==> src/olvspwm_pkg.sv <==
// Shared widths, stage indices, constants and payload types for the
// open-loop voltage SPWM pipeline. No dependencies.
package olvspwm_pkg;

    // field widths
    localparam int W_VOLT = 16;
    localparam int W_ANG  = 16;
    localparam int W_DUTY = 16;

    // datapath widths
    localparam int W_DIV  = 24;   // divider remainder / divisor / quotient
    localparam int W_ROOT = 24;   // square root of a 48-bit radicand
    localparam int W_REM  = 26;   // square-root partial remainder
    localparam int W_X    = 48;   // radicand
    localparam int W_D16  = 24;   // d/q and trig words
    localparam int W_AB   = 26;   // alpha / beta
    localparam int W_M    = 45;   // duty numerators

    // cell counts
    localparam int SQRT_N   = 24;
    localparam int SCL_N    = 23;
    localparam int DTY_N    = 17;
    localparam int TRIG_LAT = 4;

    // stage indices (register rank along the pipe)
    localparam int S_IN   = 0;
    localparam int S_SQ   = 1;
    localparam int S_SUM  = 2;
    localparam int S_ROOT = S_SUM + SQRT_N;
    localparam int S_PROD = S_ROOT + 1;
    localparam int S_QUO  = S_PROD + SCL_N;
    localparam int S_D16  = S_QUO + 1;
    localparam int S_MUL  = S_D16 + 1;
    localparam int S_AB   = S_MUL + 1;
    localparam int S_N    = S_AB + 1;
    localparam int S_M    = S_N + 1;
    localparam int S_MAG  = S_M + 1;
    localparam int S_PREP = S_MAG + 1;
    localparam int S_QD   = S_PREP + DTY_N;
    localparam int S_OUT  = S_QD + 1;

    // sine polynomial, Q.22
    localparam logic [22:0] TRIG_ONE = 23'h40_0000;
    localparam logic [22:0] SIN_A    = 23'd6588397;
    localparam logic [21:0] SIN_B    = 22'd2691031;
    localparam logic [18:0] SIN_C    = 19'd296941;

    // duty scaling
    localparam logic signed [W_M-1:0] K_U   = 45'sd32000;
    localparam logic signed [W_M-1:0] K_B   = 45'sd433;
    localparam logic signed [W_M-1:0] K_A   = 45'sd250;
    localparam logic signed [W_M-1:0] K_DEN = 45'sd125;
    localparam logic [W_DIV-1:0]      DEN_STEP = 24'd250;

    localparam logic [W_DUTY-1:0] DUTY_HALF = 16'h8000;
    localparam logic [W_DUTY-1:0] DUTY_MAX  = 16'hFFFF;
    localparam logic [W_DUTY-1:0] DUTY_MIN  = 16'h0000;

    typedef struct packed {
        logic [W_DIV-1:0] rem;
        logic [W_DIV-1:0] den;
        logic [W_DIV-1:0] pend;
        logic [W_DIV-1:0] quo;
    } t_div;

    typedef struct packed {
        logic [W_REM-1:0]  rem;
        logic [W_ROOT-1:0] root;
        logic [W_X-1:0]    xs;
    } t_sqrt;

    typedef struct packed {
        logic [W_VOLT-1:0] vd;
        logic [W_VOLT-1:0] vq;
        logic [W_ANG-1:0]  ang;
        logic [W_VOLT-1:0] bus;
        logic              over;
        logic [2:0]        neg;
        logic [2:0]        ovf;
    } t_side;

    function automatic logic [W_VOLT-1:0] abs_volt(input logic [W_VOLT-1:0] v);
        return v[W_VOLT-1] ? (~v + 1'b1) : v;
    endfunction

endpackage

==> src/olvspwm_div_cell.sv <==
// One restoring-division step: brings down one dividend bit, yields one
// quotient bit, registered. Depends on olvspwm_pkg.
module olvspwm_div_cell
    import olvspwm_pkg::*;
(
    input  logic i_clk,
    input  logic i_adv,
    input  t_div i_d,
    output t_div o_d
);

    logic [W_DIV:0] trial;
    logic           ge;
    t_div           n_d;
    t_div           r_d;

    always_comb begin
        trial    = {i_d.rem, i_d.pend[W_DIV-1]};
        ge       = trial >= {1'b0, i_d.den};
        n_d.den  = i_d.den;
        n_d.pend = {i_d.pend[W_DIV-2:0], 1'b0};
        n_d.quo  = {i_d.quo[W_DIV-2:0], ge};
        n_d.rem  = ge ? W_DIV'(trial - {1'b0, i_d.den}) : trial[W_DIV-1:0];
    end

    always_ff @(posedge i_clk) begin
        if (i_adv) begin
            r_d <= n_d;
        end
    end

    assign o_d = r_d;

endmodule

==> config.mk <==
export PLATFORM = sky130hd
export DESIGN_NAME = olvspwm_div_cell
export DESIGN_NICKNAME = d
export VERILOG_FILES = /design/src/olvspwm_pkg.sv /design/src/olvspwm_div_cell.sv
export SDC_FILE = /design/constraint.sdc
export NUM_CORES = 1
export LEC_CHECK = 0
export ABC_AREA = 1
export BUFFER_PORTS_ARGS = -buffer_cell sky130_fd_sc_hd__buf_4
export CORE_MARGIN = 2
export CORE_UTILIZATION = 53
export CTS_CLUSTER_SIZE = 10
export DETAILED_ROUTE_END_ITERATION = 8
export GPL_TIMING_DRIVEN = 0
export PLACE_DENSITY = 0.85
export SYNTH_ARGS = -nofsm -noshare
export SYNTH_HDL_FRONTEND = slang
export SYNTH_SLANG_ARGS = --single-unit
export TNS_END_PERCENT = 50
==> constraint.sdc <==
create_clock -name i_clk -period 6.23 [get_ports i_clk]
set_clock_uncertainty 0.2 [all_clocks]
set_input_delay 0.9345 -clock i_clk [delete_from_list [all_inputs] [get_ports i_clk]]
set_output_delay 0.9345 -clock i_clk [all_outputs]
set_load 0.005 [all_outputs]
==> results by group <==
Outcome
  – Outcome: finished, final reports clean

CTS
  – CTS resizes: 0
  – CTS Hold Buffers Added: 0
  – Clk sink count: 95
  – CTS tree: built
  – CTS root buf: clkbuf_8
  – Htree depth: 3
  – Clk pin slew, worst setup/hold paths: 0.11 ns
  – Cts bufs inserted: 9
  – Setup Buffers After CTS: 0
  – CTS max path bufs: 2

Timing
  – Slew @ Worst Pin: 1.21 ns
  – RSZ-0062 raised after global routing: false
  – Final Critical Period: 2.85 ns
  – Slew Limit Headroom: 0.196
  – Period Utilization, post-route: 0.458
  – Fmax: 351 MHz
  – Finish-stage setup viols: 0
  – Max Slew Vio Count: 0
  – Sum of negative setup slack: 0 ns
  – Hold Fails Final Rpt: 0

Layout
  – Cell area after layout: 6970 sq um
  – Layout cell share with drive strength beyond 1: 0.285
  – Layout Cells excl Fill: 923
  – Syn-to-layout area delta: 34.1%
  – Fillers: 811
  – NumNets Final: 908
  – N_diodes: 0
  – Max reg flops: 95

Synth
  – Synth Register Bits: 95
  – Mapped Avg Cell Area: 8.92 sq um
  – Mux contribution to synthesized area: 0
  – Synth Instances: 583
  – Post-synthesis simple-gate area fraction: 0.259
  – Largest family of logic cells by synthesized area: simple AND/OR/NAND/NOR gates
  – Synthesized cell area: 5200 sq um
  – Post-Synth Adder-Cell Area: 0.0616
  – Yosys cell types: 26
  – Compound-Gate Fraction of Synth Area: 0.0142
  – Syn. warnings: 0
  – Post-Synth XOR/XNOR Area: 0.0185
  – Post-Syn Nets: 706
  – Sequential share of the synthesized area: 0.549

Global routing
  – Largest net degree at the start of global routing: 96
  – First-pass GRT wire length: 21800 um
  – Initial antenna violation count: 0
  – Global route total overflow: 0
  – Vias in the first global route: 4410
  – GRT Util Overall: 0.274

Hold path
  – Hold crit path type: in -> reg

Floorplanning
  – Die Span X: 103 um
  – Row cnt: 36
  – Initial Utilization: 0.539
  – Core ar.: 9640 sq um
  – Die Area: 10600 sq um
  – Die height: 103 um
  – Num ports: 194

Place
  – Placer Congestion: 0.921
  – Post-Place Cells: 907
  – Hpwl dp: 11600 um
  – PortBufs: 191
  – Post-DP Area: 6800 sq um

Route
  – Routed wire per std cell: 15.9 um
  – Post-route ant nets: 0
  – Via-to-Cell Ratio: 4.98
  – 1st-iter DRT viols: 220
  – Total number of vias: 4594
  – First drt pass iteration count: 5
  – # DRC: 0
  – Final wirelength: 14700 um

Setup path
  – Max Fanout on Critical Path: 10
  – Worst EP arrival: 2.77 ns
  – Setup CP Type: in -> reg
  – Worst setup SP type: primary input
  – WP data required: 6.15 ns
  – CP endpoint kind: flip-flop

Power and ir drop
  – Pwr per Cell Area: 222 nW/um^2
  – VDD IR-drop max: 103 uV
  – Leak: 3.58 nW

Job
  – Max-cap violations: 0
[worst max-delay path: stages]
cell and delay (ns):
buf_4 0.08, inv_1 0.03, ha_1 0.36, nand2_1 0.10
inv_1 0.08, nand2_1 0.11, nor4_1 0.33, nand3_2 0.27
buf_2 0.29, nand4_1 0.12, nand2_1 0.06
[cell type report]
class	count	area, sq um	share of cell area
buffer	9	60.1	0.00861
tap	133	166	0.0239
inverter	119	447	0.0641
clock inverter	6	45.0	0.00646
multi-input combinational	360	1840	0.264
timing repair buffer	191	1430	0.206
clock buffer	10	128	0.0183
sequential	95	2850	0.409
[synthesized netlist by cell type]
library cell	n	area (sq um)
buf_6	2	22.5
nand3_4	2	35.0
nor2_1	27	101
o21a_1	1	7.51
nand4_1	29	181
fa_1	1	20.0
nand2_1	217	815
conb_1	1	3.75
nor3_1	1	5.00
nor2_2	3	18.8
buf_4	1	7.51
nor3_2	2	20.0
a21oi_1	10	50.1
nor3_4	1	16.3
inv_1	118	443
ha_1	24	300
nor4_1	1	6.26
edfxtp_1	95	2850
a21oi_4	1	16.3
nand3b_1	1	7.51
inv_2	1	3.75
nand3_1	26	130
nand3_2	1	10.0
xnor2_1	1	8.76
buf_2	6	30.0
xor2_1	10	87.6
[cells by family (layout without fill, tap and decap cells)]
kind of cell / count (synthesis) / in the layout
AND/OR/NAND/NOR: 311 / 311
XOR/XNOR: 11 / 11
other: 1 / 1
adder cells (fa/ha/maj): 25 / 25
buffers and inverters: 128 / 335
AO/OA/AOI/OAI: 12 / 12
flip-flops: 95 / 95
[layout by cell type, fill, tap and decap left out, types with 3 or more instances in the layout]
master / n
clkbuf_8: 9
nand2_1: 217
edfxtp_1: 95
nand3_1: 26
a21oi_1: 10
xor2_1: 10
buf_2: 6
inv_1: 118
nor2_2: 3
ha_1: 24
nand4_1: 29
buf_4: 192
nor2_1: 27
[final timing paths]
path | startpoint | end | slack (ns) | cells past startpoint
worst max-delay path | i_d[67] | o_d[87] | 3.38 | 11
worst min-delay path | i_d[50] | o_d[50] | 0.53 | 1
[routing by layer]
layer / track usage / routed length, um
met5: 0 / 0
met4: 0.0941 / 310
met3: 0.0671 / 1170
met2: 0.485 / 7380
met1: 0.325 / 5820
[per-stage QoR]
step	power, mW	hold WS (ns)	setup slack [ns]	util
2_1_floorplan	0.983	0.833	3.49	-
5_1_grt	1.63	0.521	3.23	0.723
3_3_place_gp	1.18	0.913	3.03	0.705
6_report	1.55	0.531	3.38	0.723
3_5_place_dp	1.19	0.914	3.03	0.705
4_1_cts	1.56	0.524	3.39	0.723
[report_power, final]
part / internal, mW / total [mW] / switching [mW] / leakage (nW)
sequential: 0.777 / 0.794 / 0.0176 / 0.929
combinational: 0.179 / 0.381 / 0.203 / 2.57
clock: 0.147 / 0.375 / 0.228 / 0.0805
total: 1.10 / 1.55 / 0.449 / 3.58
Note: power is estimated with default switching activity, not from simulation.
