$ cat config.mk
export PLATFORM = sky130hd
export DESIGN_NAME = olvspwm_sqrt_cell
export DESIGN_NICKNAME = d
export VERILOG_FILES = /design/src/olvspwm_pkg.sv /design/src/olvspwm_sqrt_cell.sv
export SDC_FILE = /design/constraint.sdc
export NUM_CORES = 1
export LEC_CHECK = 0
export BUFFER_PORTS_ARGS = -buffer_cell sky130_fd_sc_hd__buf_4
export CORE_ASPECT_RATIO = 1.1
export CORE_UTILIZATION = 35
export DETAILED_ROUTE_END_ITERATION = 16
export PLACE_DENSITY_LB_ADDON = 0.05
export SLEW_MARGIN = 20
export SYNTH_ARGS = -nofsm -noshare
export SYNTH_HDL_FRONTEND = slang
export SYNTH_SLANG_ARGS = --single-unit
$ cat constraint.sdc
create_clock -name i_clk -period 2.4 [get_ports i_clk]
set_clock_uncertainty 0.1 [all_clocks]
set_input_delay 0.24 -clock i_clk [delete_from_list [all_inputs] [get_ports i_clk]]
set_output_delay 0.24 -clock i_clk [all_outputs]
set_load 0.01 [all_outputs]
$ cat src/olvspwm_pkg.sv
// Shared widths, stage indices, constants and payload types for the
// open-loop voltage SPWM pipeline. No dependencies.
package olvspwm_pkg;

    // field widths
    localparam int W_VOLT = 16;
    localparam int W_ANG  = 16;
    localparam int W_DUTY = 16;

    // datapath widths
    localparam int W_DIV  = 24;   // divider remainder / divisor / quotient
    localparam int W_ROOT = 24;   // square root of a 48-bit radicand
    localparam int W_REM  = 26;   // square-root partial remainder
    localparam int W_X    = 48;   // radicand
    localparam int W_D16  = 24;   // d/q and trig words
    localparam int W_AB   = 26;   // alpha / beta
    localparam int W_M    = 45;   // duty numerators

    // cell counts
    localparam int SQRT_N   = 24;
    localparam int SCL_N    = 23;
    localparam int DTY_N    = 17;
    localparam int TRIG_LAT = 4;

    // stage indices (register rank along the pipe)
    localparam int S_IN   = 0;
    localparam int S_SQ   = 1;
    localparam int S_SUM  = 2;
    localparam int S_ROOT = S_SUM + SQRT_N;
    localparam int S_PROD = S_ROOT + 1;
    localparam int S_QUO  = S_PROD + SCL_N;
    localparam int S_D16  = S_QUO + 1;
    localparam int S_MUL  = S_D16 + 1;
    localparam int S_AB   = S_MUL + 1;
    localparam int S_N    = S_AB + 1;
    localparam int S_M    = S_N + 1;
    localparam int S_MAG  = S_M + 1;
    localparam int S_PREP = S_MAG + 1;
    localparam int S_QD   = S_PREP + DTY_N;
    localparam int S_OUT  = S_QD + 1;

    // sine polynomial, Q.22
    localparam logic [22:0] TRIG_ONE = 23'h40_0000;
    localparam logic [22:0] SIN_A    = 23'd6588397;
    localparam logic [21:0] SIN_B    = 22'd2691031;
    localparam logic [18:0] SIN_C    = 19'd296941;

    // duty scaling
    localparam logic signed [W_M-1:0] K_U   = 45'sd32000;
    localparam logic signed [W_M-1:0] K_B   = 45'sd433;
    localparam logic signed [W_M-1:0] K_A   = 45'sd250;
    localparam logic signed [W_M-1:0] K_DEN = 45'sd125;
    localparam logic [W_DIV-1:0]      DEN_STEP = 24'd250;

    localparam logic [W_DUTY-1:0] DUTY_HALF = 16'h8000;
    localparam logic [W_DUTY-1:0] DUTY_MAX  = 16'hFFFF;
    localparam logic [W_DUTY-1:0] DUTY_MIN  = 16'h0000;

    typedef struct packed {
        logic [W_DIV-1:0] rem;
        logic [W_DIV-1:0] den;
        logic [W_DIV-1:0] pend;
        logic [W_DIV-1:0] quo;
    } t_div;

    typedef struct packed {
        logic [W_REM-1:0]  rem;
        logic [W_ROOT-1:0] root;
        logic [W_X-1:0]    xs;
    } t_sqrt;

    typedef struct packed {
        logic [W_VOLT-1:0] vd;
        logic [W_VOLT-1:0] vq;
        logic [W_ANG-1:0]  ang;
        logic [W_VOLT-1:0] bus;
        logic              over;
        logic [2:0]        neg;
        logic [2:0]        ovf;
    } t_side;

    function automatic logic [W_VOLT-1:0] abs_volt(input logic [W_VOLT-1:0] v);
        return v[W_VOLT-1] ? (~v + 1'b1) : v;
    endfunction

endpackage

$ cat src/olvspwm_sqrt_cell.sv
// One digit-by-digit square-root step: two radicand bits in, one root
// bit out, registered. Depends on olvspwm_pkg.
module olvspwm_sqrt_cell
    import olvspwm_pkg::*;
(
    input  logic  i_clk,
    input  logic  i_adv,
    input  t_sqrt i_d,
    output t_sqrt o_d
);

    logic [W_REM+1:0] rem2;
    logic [W_REM-1:0] trial;
    logic             ge;
    t_sqrt            n_d;
    t_sqrt            r_d;

    always_comb begin
        rem2     = {i_d.rem, i_d.xs[W_X-1:W_X-2]};
        trial    = {i_d.root, 2'b01};
        ge       = rem2 >= {2'b00, trial};
        n_d.rem  = ge ? W_REM'(rem2 - {2'b00, trial}) : rem2[W_REM-1:0];
        n_d.root = {i_d.root[W_ROOT-2:0], ge};
        n_d.xs   = {i_d.xs[W_X-3:0], 2'b00};
    end

    always_ff @(posedge i_clk) begin
        if (i_adv) begin
            r_d <= n_d;
        end
    end

    assign o_d = r_d;

endmodule

==> flow_metrics.py, run 1 <==
metrics = {
    "outcome": {
        "status": "finished, final reports clean",
    },
    "cts": {
        "cts.sinks": 96,
        "numCtsBuffers": 9,
        "clk_root_buffer_cell": "clkbuf_16",
        "cts_tree": "done",
        "clockBufferDepth": 2,
        "ctsHtreeMaxLevel": 3,
        "clk_pin_slew_worst_paths_ps": 70,
    },
    "synth": {
        "synth_mux_area_share_pct": 6.94,
        "synth_fa_ha_area_share_pct": 6.88,
        "synth_compound_area_share_pct": 10.1,
        "syn_area_um2": 4730,
        "ys.flop_type": "edfxtp_1",
        "synth_cell_types": 50,
        "synth.avg_cell_area_um2": 13.7,
        "synth_top_area_cell": "edfxtp_1",
        "syn-instance-count": 345,
        "synth_simple_gate_area_share_pct": 6.96,
        "synth_xor_area_share_pct": 4.26,
        "synth_edf_count": 96,
        "async_flop_share_pct": 0,
        "synth_area_leaders": "edfxtp_1 (61%), ha_1 (6.9%), mux2_4 (5.1%)",
        "synth_top_area_share_pct": 61.0,
        "synth_top_family_by_area": "compound AO/OA/AOI/OAI gates",
        "synth_seq_area_share_pct": 61.0,
        "yosys_register_bits": 96,
        "yosysWarnings": 0,
    },
    "routing": {
        "wl_per_cell_um": 14.9,
        "vias": 3932,
        "drtPass1Iterations": 4,
        "vias_per_cell": 4.64,
        "drc_errors": 0,
        "first_iter_violations": 174,
        "ant_nets": 0,
        "routed_wl_um": 12600,
    },
    "power": {
        "power_density_nw_per_um2": 613,
        "p_leak_nw": 3.60,
        "seqPwrFrac_pct": 42.8,
        "combPwrFrac_pct": 26.7,
        "clkPwrFrac_pct": 30.5,
        "netSwitchingPower_w": 0.00127,
        "swShare_pct": 25.8,
        "ir_drop_uv": 357,
        "p_int_w": 0.00365,
    },
    "worst_setup_path": {
        "worstSetupEndpointType": "flop",
        "critPathCapture": "o_d[77]",
        "start_kind": "primary input",
        "crit_arrival_ps": 2300,
        "cp.required_ps": 2410,
        "slowest_delay_ps": 360,
        "worstPathCellList": "buf_4 > inv_1 > ha_1 > and3_1 > and2_1 > o211ai_2 > a31oi_2 > nor2_2 > o21ai_4 > buf_12 > mux2_2",
        "cp-startpoint": "i_d[61]",
        "path_max_fanout": 12,
        "critPathSlowestCell": "ha_1",
        "critPathKind": "primary input to flop",
    },
    "final_layout": {
        "synthToLayoutAreaGrowth_pct": 69.7,
        "largest_reg_flops": 96,
        "antenna_cells": 0,
        "layout.nets": 807,
        "final_core_util_pct": 60.7,
        "drive_gt1_share_pct": 47.4,
    },
    "grt": {
        "grt_start_max_net_pins": 43,
        "grt-ovfl-total": 0,
        "grt_pass1_wl_um": 19000,
        "gr-usage-all-layers_pct": 18.0,
        "antenna_found_initial": 0,
        "grt_pass1_vias": 3859,
    },
    "sta": {
        "finalHoldViolations": 0,
        "fin_hold_ws_ps": 97.5,
        "finalMaxSlewViolations": 0,
        "slew_headroom_pct": 60.7,
        "finalCriticalPeriod_ps": 2290,
        "setup_viol": 0,
        "post-route-period-util_pct": 95.3,
        "worst_slew_pin_slew_ps": 589,
        "fmax_ghz": 0.437,
    },
    "place": {
        "gp_congestion": 0.790,
        "io_buffers": 195,
        "dp_hpwl_um": 9090,
    },
    "die": {
        "rows": 44,
        "start_util_pct": 35.8,
        "die_w_um": 113,
        "io_pins": 198,
        "die_y_um": 124,
        "core_area_um2": 13200,
        "die-area_um2": 14000,
    },
    "job": {
        "maxCapViolations": 0,
    },
    "min_path": {
        "hold_class": "primary input to flop",
    },
}
critical path, delay by kind of cell:
kind | cells | cell delay [ps]
fa+ha+maj | 1 | 360
compound gates | 3 | 550
simple gates | 3 | 500
mux | 1 | 340
buf+inv | 3 | 300
final cells by class:
type / count / area (um^2)
fill: 1076 / 5190
sequential: 96 / 2880
timing repair buffer: 330 / 2700
multi-input combinational: 214 / 1800
clock buffer: 9 / 225
tap: 161 / 201
inverter: 30 / 125
clock inverter: 7 / 78.8
cells by family after synthesis:
kind of cell	Yosys count
other	1
AO/OA/AOI/OAI	72
AND/OR/NAND/NOR	67
XOR/XNOR	23
adder cells (fa/ha/maj)	26
multiplexers	24
flip-flops	96
buffers and inverters	36
stage by stage:
| stage | setup slack [ps] | power [W] | cell area, um^2 | instances | setup TNS (ps) |
|---|---|---|---|---|---|
| floorplan | -78.2 | 0.00271 | 4840 | 346 | -1220 |
| global placement | -291 | 0.00334 | 6990 | 762 | -6530 |
| detailed placement | -293 | 0.00336 | 6990 | 762 | -6720 |
| CTS | 79.0 | 0.00495 | 7970 | 846 | 0 |
| global route | -1.51 | 0.00515 | 8020 | 847 | -2.24 |
| finish | 114 | 0.00492 | 8020 | 847 | 0 |
what timing repair did:
item                                    in CTS  in global routing
resized for setup                            0                  8
hold buffers                                68                  1
buffers inserted                             0                  0
endpoints found under the hold margin       68                  1
endpoints found under the setup margin       0                 21
power by group through the flow:
stage               logic [W]  clock network [W]  registers [W]
floorplan            0.000480                  0        0.00223
global placement      0.00121                  0        0.00214
detailed placement    0.00122                  0        0.00214
CTS                   0.00131            0.00153        0.00210
global route          0.00143            0.00160        0.00212
finish                0.00131            0.00150        0.00210
cells in the mapped netlist, drive strengths merged, types with 2 or more instances:
master	count
o21a	3
edfxtp	96
mux2	22
nand4	2
a41oi	2
xor2	10
o21bai	2
o21ai	17
and3	3
nand2	21
nor2	18
buf	6
o31ai	2
a31oi	2
a21oi	22
and2	3
o211ai	3
ha	26
mux2i	2
inv	30
nand2b	3
a21o	6
a211oi	6
nor3	6
and4	2
xnor2	13
nor2b	3
layer usage:
layer  wire length [um]  vias to the layer above  global-route usage (%)  part of all wire [%]
li1                   -                     1951                       -                     -
met1               5270                     1833                    20.7                    42
met2               6310                      135                    32.2                    50
met3                784                       13                    3.65                   6.2
met4                221                        0                    8.50                   1.8
met5                  0                        -                       0                     0
how the worst min path moves through the flow:
stage / start / end / depth (start not counted)
6_report: i_d[76] / o_d[78] / 2
5_1_grt: i_d[90] / o_d[92] / 2
4_1_cts: i_d[48] / o_d[49] / 1
3_5_place_dp: i_d[2] / o_d[4] / 1
3_3_place_gp: i_d[35] / o_d[37] / 1
2_1_floorplan: i_d[8] / o_d[10] / 0
cells in the final DEF (no fill, tap or decap), types with 2 or more instances in the layout:
cell type / n
a211oi_1: 6
a21o_1: 6
a21oi_1: 20
a21oi_2: 2
a41oi_1: 2
and2_1: 3
and3_1: 3
buf_12: 4
buf_4: 256
clkbuf_16: 9
clkinvlp_4: 3
conb_1: 2
dlygate4sd3_1: 69
edfxtp_1: 96
ha_1: 17
ha_4: 8
inv_1: 25
inv_2: 4
inv_8: 2
mux2_2: 5
mux2_4: 17
mux2i_1: 2
nand2_1: 20
nand2b_1: 2
nand4_1: 2
nor2_1: 16
nor2_2: 2
nor2b_1: 3
nor3_1: 5
o211ai_1: 2
o21a_1: 3
o21ai_0: 14
o21ai_1: 2
o21bai_1: 2
xnor2_1: 13
xor2_1: 10
(Power assumes the default switching activity.)
==> inputs of run 2 (changes only) <==
ABC_AREA = 1   (was not set)
CELL_PAD_IN_SITES_DETAIL_PLACEMENT = 1   (was not set)
CELL_PAD_IN_SITES_GLOBAL_PLACEMENT = 1   (was not set)
CORE_UTILIZATION = 33   (was 35)
==> run 2 against run 1 <==
  * Synthesized cell count rose by 73%
  * Via count rose by 24%
  * Clock power barely moved
  * Sequential share of layout area fell by 0.75 points
  * Combinational power fell by 6%
==> flow_metrics.py, run 2 <==
metrics = {
    "cts": {
        "clk_pin_slew_worst_paths_ps": 80,
        "cts_tree": "done",
        "ctsHtreeMaxLevel": 3,
        "clockBufferDepth": 2,
        "cts.sinks": 96,
        "post_cts_buffers": 0,
        "clk_root_buffer_cell": "clkbuf_16",
        "numCtsBuffers": 9,
    },
    "worst_setup_path": {
        "critPathKind": "primary input to flop",
        "slowest_delay_ps": 540,
        "start_kind": "primary input",
        "worstPathCellList": "dlygate4sd3_1 > buf_4 > inv_1 > ha_4 > nand2_4 > inv_1 > nand2_1 > nand2_2 > inv_1 > nand2_2 > a21oi_4 > nand3_4 > clkbuf_16 > nand2_1 > o21ai_0",
        "cpMostUsedCell": "inv_1",
        "crit_arrival_ps": 2310,
        "cp-startpoint": "i_d[64]",
        "worstSetupEndpointType": "flop",
        "cp.required_ps": 2410,
        "critPathSlowestCell": "dlygate4sd3_1",
        "path_max_fanout": 15,
    },
    "final_layout": {
        "largest_reg_flops": 96,
        "final_common_cell": "buf_4",
        "synthToLayoutAreaGrowth_pct": 54.7,
        "antenna_cells": 0,
        "layout.nets": 1002,
        "fillerInstances": 1824,
        "drive_gt1_share_pct": 27.9,
        "mostFrequentLayoutCells": "buf_4 (202), nand2_1 (200), inv_1 (123), edfxtp_1 (96), dlygate4sd3_1 (69)",
    },
    "power": {
        "p_leak_nw": 4.07,
        "seqPwrFrac_pct": 43.4,
        "p_int_w": 0.00346,
        "clkPwrFrac_pct": 31.1,
        "power_density_nw_per_um2": 590,
        "combPwrFrac_pct": 25.5,
        "swShare_pct": 28.5,
        "ir_drop_uv": 327,
        "netSwitchingPower_w": 0.00138,
    },
    "sta": {
        "setup_viol": 0,
        "fin_tns_setup_ps": 0,
        "setup_ws_ps": 106,
        "finalMaxSlewViolations": 0,
        "finalHoldViolations": 0,
        "rsz0062_at_grt": "false",
        "fmax_ghz": 0.436,
        "post-route-period-util_pct": 95.6,
        "finalCriticalPeriod_ps": 2290,
    },
    "routing": {
        "first_iter_violations": 138,
        "ant_nets": 0,
        "wl_per_cell_um": 16.2,
        "drtPass1Iterations": 4,
        "vias_per_cell": 4.52,
        "drc_errors": 0,
        "routed_wl_um": 17600,
        "vias": 4890,
    },
    "synth": {
        "synth_top_area_share_pct": 54.5,
        "synth_seq_area_share_pct": 54.5,
        "synth_cell_types": 28,
        "synth_edf_count": 96,
        "async_flop_share_pct": 0,
        "yosysWarnings": 0,
        "synth_most_common_cell": "nand2_1",
        "yosys_register_bits": 96,
        "ys.flop_type": "edfxtp_1",
        "synth_top_area_cell": "edfxtp_1",
        "synth_area_leaders": "edfxtp_1 (54%), nand2_1 (14%), inv_1 (8.9%)",
        "syn_area_um2": 5290,
        "synth.cells.most_frequent": "nand2_1 (204), inv_1 (126), edfxtp_1 (96)",
        "syn-instance-count": 598,
        "synth.avg_cell_area_um2": 8.85,
    },
    "grt": {
        "grt_pass1_vias": 5119,
        "grt-ovfl-total": 0,
        "grt_start_max_net_pins": 43,
        "grt_use_met3_pct": 4.22,
        "use_met2_pct": 38.2,
        "grt.busiest_layer": "met2",
        "grt.met1_usage_pct": 25.8,
        "gr-usage-all-layers_pct": 21.2,
        "antenna_found_initial": 0,
        "grt_pass1_wl_um": 26500,
    },
    "place": {
        "io_buffers": 195,
        "dp_hpwl_um": 12700,
        "dp_slack_ps": 102,
        "gp_congestion": 0.822,
    },
    "die": {
        "die-area_um2": 16500,
        "rows": 48,
        "start_util_pct": 33.8,
        "die_y_um": 135,
        "io_pins": 198,
        "die_w_um": 123,
        "core_area_um2": 15700,
    },
    "min_path": {
        "hp-start": "i_d[92]",
        "hold_class": "primary input to flop",
    },
    "outcome": {
        "status": "finished, final reports clean",
    },
    "job": {
        "maxCapViolations": 0,
    },
}
## run 2: cell count changes in the layout (fill, tap and decap cells not counted), moves of 17 or more
cell / before / now
nand2_1: 20 / 200
nand4_1: 2 / 20
buf_4: 256 / 202
nand3_1: 1 / 26
mux2_4: 17 / 0
inv_1: 25 / 123
## run 2: layout make-up
cell class / count / area [um^2] / share of cell area, %
clock buffer: 9 / 225 / 2.75
sequential: 96 / 2880 / 35.2
timing repair buffer: 276 / 2310 / 28.2
multi-input combinational: 367 / 1970 / 24.0
tap: 200 / 250 / 3.06
clock inverter: 7 / 80.1 / 0.978
inverter: 126 / 473 / 5.78
## run 2: what timing repair did
item,in CTS,in global routing
resized for setup,0,24
hold buffers,69,0
setup endpoints to repair,0,26
endpoints found under the hold margin,69,0
## run 2: worst paths after layout
kind,to,cells after the start,slack (ps)
worst max-delay path,o_d[75],15,110
worst min-delay path,o_d[94],3,130
## run 2: cell families after synthesis
kind of cell	after synthesis	synth area share, %
simple gates	294	23.6
flops	96	54.5
fa+ha+maj	26	6.15
compound gates	32	3.43
other cells	1	0.0709
xor+xnor	13	2.15
buf+inv	136	10.1
## run 2: power groups by stage
stage / sequential (W) / combinational (W) / clock (W)
after floorplan: 0.00222 / 0.000442 / 0
after global placement: 0.00212 / 0.00109 / 0
after detailed placement: 0.00213 / 0.00111 / 0
after CTS: 0.00210 / 0.00120 / 0.00155
after global routing: 0.00211 / 0.00137 / 0.00161
final: 0.00210 / 0.00123 / 0.00151
## run 2: metal layers
layer  vias to the layer above  wire, um  part of all wire (%)
li1                       2457         -                     -
met1                      2275      7490                    43
met2                       149      8870                    51
met3                         9      1050                   6.0
met4                         0       153                  0.87
met5                         -         0                     0
## run 2: worst max-delay path, delay by kind of cell
family	cells	cell delay, ps
AO/OA/AOI/OAI	2	250
adder cells (fa/ha/maj)	1	230
AND/OR/NAND/NOR	6	500
buffers and inverters	6	1100
## run 2: stage by stage
step | area (um^2) | utilization (%) | power, W | hold WS [ps] | std cells
final | 8190 | 52.2 | 0.00483 | 130 | 1081
after global routing | 8190 | 52.2 | 0.00509 | 124 | 1081
after CTS | 8040 | 51.3 | 0.00485 | 118 | 1079
after detailed placement | 7050 | 45.0 | 0.00324 | 320 | 994
after global placement | 7050 | 45.0 | 0.00321 | 319 | 994
after floorplan | 5300 | - | 0.00266 | 239 | 599
